### config.mk
export PLATFORM = sky130hd
export DESIGN_NAME = kmds_front_flat
export DESIGN_NICKNAME = d
export VERILOG_FILES = /design/src/hdl/kmds_pkg.sv /design/src/hdl/kmds_if.sv /design/src/hdl/kmds_front.sv /design/src/flat_wrapper.sv
export SDC_FILE = /design/constraint.sdc
export NUM_CORES = 1
export LEC_CHECK = 0
export BUFFER_PORTS_ARGS = -buffer_cell sky130_fd_sc_hd__buf_2
export CORE_MARGIN = 2
export CORE_UTILIZATION = 52
export DETAILED_ROUTE_END_ITERATION = 10
export PLACE_DENSITY = 0.82
export SLEW_MARGIN = 10
export SYNTH_ARGS = -nofsm -noshare
export SYNTH_HDL_FRONTEND = slang
export SYNTH_SLANG_ARGS = --single-unit
export TNS_END_PERCENT = 50
### constraint.sdc
create_clock -name clk -period 4.15 [get_ports clk]
set_clock_uncertainty 0.15 [all_clocks]
set_input_delay 0.415 -clock clk [delete_from_list [all_inputs] [get_ports clk]]
set_output_delay 0.415 -clock clk [all_outputs]
set_load 0.005 [all_outputs]
### src/hdl/kmds_pkg.sv
// shared types and constants for the key matrix debounce scanner
`default_nettype none
package kmds_pkg;

    localparam int unsigned COL_W      = 4;
    localparam int unsigned LEVEL_W    = 8;
    localparam int unsigned TIME_W     = 32;
    localparam int unsigned DEBOUNCE_W = 20;
    localparam int unsigned MAX_ROWS   = 8;

    localparam logic [DEBOUNCE_W-1:0] DEBOUNCE_RESET = 20'd5000;

    localparam int unsigned APB_ADDR_W = 2;
    localparam int unsigned APB_DATA_W = 32;
    localparam logic [APB_ADDR_W-1:0] ADDR_DEBOUNCE = 2'd0;

    typedef struct packed {
        logic [COL_W-1:0]   column;
        logic [LEVEL_W-1:0] row_levels;
        logic [TIME_W-1:0]  now_us;
    } item_t;

    typedef struct packed {
        logic  valid;
        item_t item;
    } head_t;

    typedef struct packed {
        logic [2:0]       key_row;
        logic [COL_W-1:0] key_column;
        logic             now_pressed;
    } event_t;

    typedef enum logic [2:0] {
        ST_IDLE  = 3'b001,
        ST_SCAN  = 3'b010,
        ST_FLUSH = 3'b100
    } scan_state_t;

endpackage
`default_nettype wire

### src/hdl/kmds_if.sv
// channel interfaces for column scans and key events
`default_nettype none
interface kmds_in_if;
    logic        valid;
    logic        ready;
    logic [3:0]  column;
    logic [7:0]  row_levels;
    logic [31:0] now_us;

    modport source (output valid, output column, output row_levels, output now_us,
                    input ready);
    modport sink (input valid, input column, input row_levels, input now_us,
                  output ready);
endinterface

`default_nettype wire

### src/hdl/kmds_front.sv
// input side: accepts column scans, drops out-of-range columns, two-entry queue
`default_nettype none
module kmds_front #(
    parameter int unsigned COLS = 16
) (
    input  wire logic          clk,
    input  wire logic          rst_n,
    kmds_in_if.sink            scan_in,
    output kmds_pkg::head_t    head,
    input  wire logic          pop
);

    kmds_pkg::item_t entry_reg [2];
    logic            wr_ptr_reg;
    logic            rd_ptr_reg;
    logic [1:0]      count_reg;
    logic            accept;
    logic            in_range;
    logic            push;
    logic            do_pop;

    assign scan_in.ready = (count_reg != 2'd2);
    assign accept        = scan_in.valid && scan_in.ready;
    assign in_range      = ({28'd0, scan_in.column} < 32'(COLS));
    assign push          = accept && in_range;
    assign do_pop        = pop && (count_reg != 2'd0);

    assign head.valid = (count_reg != 2'd0);
    assign head.item  = entry_reg[rd_ptr_reg];

    always_ff @(posedge clk)
    begin
        if (push)
        begin
            entry_reg[wr_ptr_reg] <= '{column: scan_in.column,
                                       row_levels: scan_in.row_levels,
                                       now_us: scan_in.now_us};
        end
    end

    always_ff @(posedge clk or negedge rst_n)
    begin
        if (!rst_n)
        begin
            wr_ptr_reg <= 1'b0;
            rd_ptr_reg <= 1'b0;
            count_reg  <= 2'd0;
        end
        else
        begin
            if (push)
            begin
                wr_ptr_reg <= ~wr_ptr_reg;
            end
            if (do_pop)
            begin
                rd_ptr_reg <= ~rd_ptr_reg;
            end
            if (push && !do_pop)
            begin
                count_reg <= count_reg + 2'd1;
            end
            else if (!push && do_pop)
            begin
                count_reg <= count_reg - 2'd1;
            end
        end
    end

endmodule
`default_nettype wire

### src/flat_wrapper.sv
// flat-port wrapper written by rule: the top's interface ports become plain ports
module kmds_front_flat 
#(
    parameter int unsigned COLS = 16
)
  (clk, rst_n, head, pop, scan_in_valid, scan_in_column, scan_in_row_levels, scan_in_now_us, scan_in_ready);
  kmds_in_if scan_in_i ();
  input  wire logic clk;
  input  wire logic rst_n;
  output kmds_pkg::head_t head;
  input  wire logic pop;
  input wire logic [$bits(scan_in_i.valid)-1:0] scan_in_valid;
  input wire logic [$bits(scan_in_i.column)-1:0] scan_in_column;
  input wire logic [$bits(scan_in_i.row_levels)-1:0] scan_in_row_levels;
  input wire logic [$bits(scan_in_i.now_us)-1:0] scan_in_now_us;
  output wire logic [$bits(scan_in_i.ready)-1:0] scan_in_ready;
  assign scan_in_i.valid = scan_in_valid;
  assign scan_in_i.column = scan_in_column;
  assign scan_in_i.row_levels = scan_in_row_levels;
  assign scan_in_i.now_us = scan_in_now_us;
  assign scan_in_ready = scan_in_i.ready;
  kmds_front #(.COLS(COLS)) u_core (.clk(clk), .rst_n(rst_n), .scan_in(scan_in_i), .head(head), .pop(pop));
endmodule
==> results.sh, run 1 <==
export IMPL_status="completed"
export IMPL_layout_nets=306
export IMPL_drive_gt1_share_pct=59.5
export IMPL_ys_seq_area_share_pct=76.8
export IMPL_insertion_delay_ns=0.33
export IMPL_core_area_um2=6720
export IMPL_final_cells=342
export IMPL_cts_sinks=92
export IMPL_ys_warn_count=0
export IMPL_ant_nets=0
export IMPL_drtPass1Iterations=4
export IMPL_reg2reg_slack_ns=2.04
export IMPL_cp_endpoint="head[30]"
export IMPL_rr_startpoint="u_core.count_reg[0]"
export IMPL_holdWs_ns=0.114
export IMPL_cts_tree="done"
export IMPL_start_util_pct=53.1
export IMPL_ys_ff_latch=92
export IMPL_grt_setup_unrepaired="no"
export IMPL_grt_use_total_pct=16.1
export IMPL_die_h_um=86.9
export IMPL_critical_path_max_stage_delay_ns=0.96
export IMPL_setup_viol=0
export IMPL_synth_area_um2=3570
export IMPL_ys_types=15
export IMPL_hp_class="primary input to flip-flop"
export IMPL_numPortBuffers=93
export IMPL_area_growth_pct=19.3
export IMPL_cts_buffers_inserted=9
export IMPL_placedCellCount=325
export IMPL_grt_max_degree=45
export IMPL_path_max_fanout=30
export IMPL_final_period_utilization_pct=66.9
export IMPL_drtIter0Drc=64
export IMPL_vias=1688
export IMPL_min_path_cells=1
export IMPL_maxCapViolations=0
export IMPL_clockRootBuffer="clkbuf_8"
export IMPL_path_class="flip-flop to primary output"
export IMPL_rows=30
export IMPL_die_area_um2=7540
export IMPL_grt_pass1_vias=1776
export IMPL_diodes=0
export IMPL_vias_per_cell=4.94
export IMPL_fmax_ghz=0.360
export IMPL_dpl_hpwl_mm=3.85
export IMPL_peakVddDrop_mv=0.659
export IMPL_largest_reg_flops=88
export IMPL_reg2reg_to="u_core.entry_reg[0][38]"
export IMPL_final_cell_mix="buf_2 (93), edfxtp_1 (88), mux2_4 (39)"
export IMPL_tns_ns=0
export IMPL_crit_start="u_core.rd_ptr_reg"
export IMPL_crit_required_ns=3.59
export IMPL_n_fill_cell=499
export IMPL_clkSlewWorstSetupHoldPaths_ns=0.09
export IMPL_cts_buffer_depth=2
export IMPL_io_pins=94
export IMPL_maxSlewViolCount=0
export IMPL_drt_wirelength_per_cell_um=16.9
export IMPL_hold_viol_final=0
export IMPL_antenna_found_initial=0
export IMPL_routabilityCongestion=0.714
export IMPL_rr_worst_depth=4
export IMPL_synth_fp_nets=204
export IMPL_syn_avg_cell_area_um2=23.0
export IMPL_powerDensity_nw_per_um2=656
export IMPL_wl_mm=5.77
export IMPL_h_tree_depth=3
export IMPL_fin_crit_ns=2.77
export IMPL_end_kind="primary output"
export IMPL_power_leakage_nw=1.71
export IMPL_grt_pass1_wl_mm=8.89
export IMPL_startpoint_type="flip-flop"
export IMPL_slew_headroom_pct=28.1
export IMPL_synthCells=155
export IMPL_cp_arrival_ns=2.21
export IMPL_tightest_slew_ns=1.08
export IMPL_drc=0
export IMPL_cp_slowest_cell="dfrtp_2"
export IMPL_grt_overflow=0
export IMPL_die_w_um=86.9
export IMPL_crit_chain="buf_4, mux2_4, buf_2"
export IMPL_mostFrequentLayoutCell="buf_2"
-- cell type report --
type	instances	area (um2)	share of cell area, %
clock buffers	13	159	3.73
clock inverters	3	22.5	0.529
inverters	1	3.75	0.0881
multi-input cells	57	741	17.4
flip-flops and latches	92	2740	64.4
well taps	80	100	2.35
repair buffers	96	490	11.5
-- through the flow --
| stage | setup WS, ns | util, % | cell area, um2 | power (W) |
|---|---|---|---|---|
| 2_1_floorplan | 1.05 | - | 3570 | 0.00205 |
| 3_3_place_gp | 1.72 | 60.6 | 4070 | 0.00227 |
| 3_5_place_dp | 1.71 | 60.6 | 4070 | 0.00230 |
| 4_1_cts | 1.33 | 63.4 | 4260 | 0.00284 |
| 5_1_grt | 1.25 | 63.4 | 4260 | 0.00295 |
| 6_report | 1.38 | 63.4 | 4260 | 0.00279 |
-- kinds of logic (layout without fill, tap and decap cells) --
| group | count (synthesis) | count (layout) | share of synthesized area, % |
|---|---|---|---|
| adder cells (fa/ha/maj) | 1 | 1 | 0.350 |
| multiplexers | 44 | 44 | 18.0 |
| XOR/XNOR | 5 | 5 | 1.23 |
| flip-flops | 92 | 92 | 76.8 |
| AND/OR/NAND/NOR | 7 | 7 | 0.947 |
| buffers and inverters | 6 | 113 | 2.66 |
-- synthesized netlist by cell type (all sizes together) --
master   n  area, um2
edfxtp  88       2640
mux2    44        642
buf      5       91.3
dfrtp    4        100
xnor2    3       26.3
nand2    2       7.51
nor2     2       7.51
xor2     2       17.5
and3     1       6.26
ha       1       12.5
inv      1       3.75
nand2b   1       6.26
or2      1       6.26
-- what timing repair did --
item / in CTS / in global routing
setup buffers: 0 / 0
hold buffers: 1 / 0
hold endpoints to repair: 4 / 0
gates resized for setup: 0 / 0
setup endpoints to repair: 0 / 0
-- worst max-delay path: cells and delay by family (launching register included) --
| kind | cells | cell delay (ns) |
|---|---|---|
| buffers and inverters | 2 | 0.56 |
| muxes | 1 | 0.34 |
| DFF | 1 | 0.96 |
-- layer usage --
metal	GRT usage, %	part of all wire [%]	up-vias
li1	-	-	803
met1	19.7	41	838
met2	27.5	54	42
met3	3.03	3.7	5
met5	0	0	-
met4	7.67	1.0	0
-- worst min path at each step --
stage	to	from	slack, ns
2_1_floorplan	u_core.count_reg[0]	rst_n	-0.03
3_3_place_gp	u_core.count_reg[0]	rst_n	0.08
3_5_place_dp	u_core.wr_ptr_reg	rst_n	0.08
4_1_cts	u_core.entry_reg[0][9]	scan_in_now_us[9]	0.09
5_1_grt	u_core.entry_reg[0][10]	scan_in_now_us[10]	0.09
6_report	u_core.entry_reg[1][42]	scan_in_column[2]	0.11
-- power by group --
part,internal [W],total [W],switching (W)
Clock,0.000251,0.000534,0.000283
Sequential,0.00127,0.00141,0.000138
Combinational,0.000503,0.000848,0.000345
Note: power is estimated with default switching activity, not from simulation.
==> run 2, diff against run 1 <==
clock period = 2.6 ns   (was 4.15 ns; I/O delays follow)
==> results.sh, run 2 (synthesized netlist as in run 1, its figures left out) <==
export IMPL_crit_required_ns=2.19
export IMPL_cts_resized=0
export IMPL_tns_ns=0
export IMPL_layout_nets=353
export IMPL_io_pins=94
export IMPL_path_max_fanout=28
export IMPL_startpoint_type="flip-flop"
export IMPL_p_int_w=0.00355
export IMPL_cp_endpoint="head[40]"
export IMPL_slew_headroom_pct=66.9
export IMPL_ctsHoldBuffers=45
export IMPL_rr_worst_depth=3
export IMPL_path_class="flip-flop to primary output"
export IMPL_cts_sinks=92
export IMPL_dpl_worst_slack_ns=0.781
export IMPL_area_growth_pct=34.5
export IMPL_mostFrequentLayoutCell="buf_2"
export IMPL_vias=1906
export IMPL_dpl_hpwl_mm=3.93
export IMPL_maxCapViolations=0
export IMPL_setup_ws_ns=0.516
export IMPL_end_kind="primary output"
export IMPL_drtPass1Iterations=4
export IMPL_wl_mm=6.52
export IMPL_clkSlewWorstSetupHoldPaths_ns=0.09
export IMPL_routabilityCongestion=0.680
export IMPL_rows=30
export IMPL_powerDensity_nw_per_um2=1010
export IMPL_netSwitchingPower_w=0.00131
export IMPL_status="completed"
export IMPL_grt_overflow=0
export IMPL_reg2reg_slack_ns=0.78
export IMPL_rr_startpoint="u_core.count_reg[0]"
export IMPL_diodes=0
export IMPL_die_area_um2=7540
export IMPL_fin_crit_ns=2.08
export IMPL_vias_per_cell=4.90
export IMPL_numPortBuffers=93
export IMPL_tightest_slew_ns=0.496
export IMPL_clkPwrFrac_pct=23.5
export IMPL_setup_viol=0
export IMPL_h_tree_depth=3
export IMPL_grt_setup_unrepaired="no"
export IMPL_pwr_share_seq_pct=43.9
export IMPL_post_cts_buffers=0
export IMPL_grt_pass1_vias=2077
export IMPL_drive_gt1_share_pct=52.1
export IMPL_cp_arrival_ns=1.67
export IMPL_final_cell_mix="buf_2 (93), edfxtp_1 (88), dlygate4sd3_1 (45)"
export IMPL_comb_power_share_pct=32.6
export IMPL_drtIter0Drc=93
export IMPL_n_fill_cell=422
export IMPL_hold_viol_final=0
export IMPL_core_area_um2=6720
export IMPL_die_h_um=86.9
export IMPL_clockRootBuffer="clkbuf_8"
export IMPL_holdWs_ns=0.0628
export IMPL_power_leakage_nw=1.95
export IMPL_start_util_pct=53.1
export IMPL_insertion_delay_ns=0.35
export IMPL_reg2reg_to="u_core.entry_reg[1][3]"
export IMPL_cts_buffers_inserted=9
export IMPL_hp_class="primary input to flip-flop"
export IMPL_final_period_utilization_pct=80.1
export IMPL_cts_tree="done"
export IMPL_grt_pass1_wl_mm=10.1
export IMPL_grt_max_degree=29
export IMPL_ant_nets=0
export IMPL_antenna_found_initial=0
export IMPL_sw_frac_of_total_pct=26.9
export IMPL_grt_use_total_pct=18.5
export IMPL_drc=0
export IMPL_cts_buffer_depth=2
export IMPL_maxSlewViolCount=0
export IMPL_crit_start="u_core.rd_ptr_reg"
export IMPL_largest_reg_flops=88
export IMPL_peakVddDrop_mv=0.731
export IMPL_fmax_ghz=0.480
export IMPL_die_w_um=86.9
export IMPL_drt_wirelength_per_cell_um=16.7
==> run 2: cell types whose count changed in the layout (fill, tap and decap cells not counted), sizes merged <==
cell	before	now
dlygate4sd3	1	45
clkbuf	13	9
buf	95	98
bufinv	0	3
inv	1	3
clkinvlp	3	2
==> run 2: routing by layer <==
metal  share of wire (%)  wire length [um]  vias up  GRT usage [%]
met5                   0                 0        -              0
met2                  57              3740       47           34.4
li1                    -                 -      898              -
met4                 2.1               140        0           8.10
met3                 2.7               179       13           4.08
met1                  38              2460      948           20.0
==> run 2: layout make-up <==
type                       instances  area [um2]  share of cell area, %
sequential                        92        2740                   57.2
clock buffer                       9         124                   2.58
clock inverter                     7         123                   2.55
tap                               80         100                   2.08
timing repair buffer             143         966                   20.1
multi-input combinational         57         741                   15.4
inverter                           1        3.75                 0.0782
==> run 2: worst min-delay path by stage <==
stage                     startpoint                  end  cells after the start
final                            pop    u_core.rd_ptr_reg                      3
after global routing           rst_n    u_core.rd_ptr_reg                      2
after CTS                        pop    u_core.rd_ptr_reg                      3
after detailed placement       rst_n  u_core.count_reg[1]                      1
after global placement         rst_n  u_core.count_reg[1]                      1
after floorplan                rst_n  u_core.count_reg[0]                      0
==> run 2: critical path: stages (launching register included) <==
cell and delay (ns):
dfrtp_2 0.37, buf_4 0.42, mux2_2 0.40, buf_2 0.13
==> run 2: per-stage QoR <==
stage	cell area (um2)	cells	total power (W)	util (%)
detailed placement	4100	328	0.00371	61.1
global route	4800	389	0.00510	71.5
finish	4800	389	0.00485	71.5
global placement	4100	328	0.00366	61.1
floorplan	3570	155	0.00327	-
CTS	4800	389	0.00490	71.5
==> run 2: power groups by stage <==
stage               clock network [W]  logic [W]  registers (W)
floorplan                           0    0.00113        0.00214
global placement                    0    0.00152        0.00214
detailed placement                  0    0.00155        0.00217
CTS                           0.00116    0.00160        0.00213
global route                  0.00122    0.00171        0.00216
finish                        0.00114    0.00158        0.00213
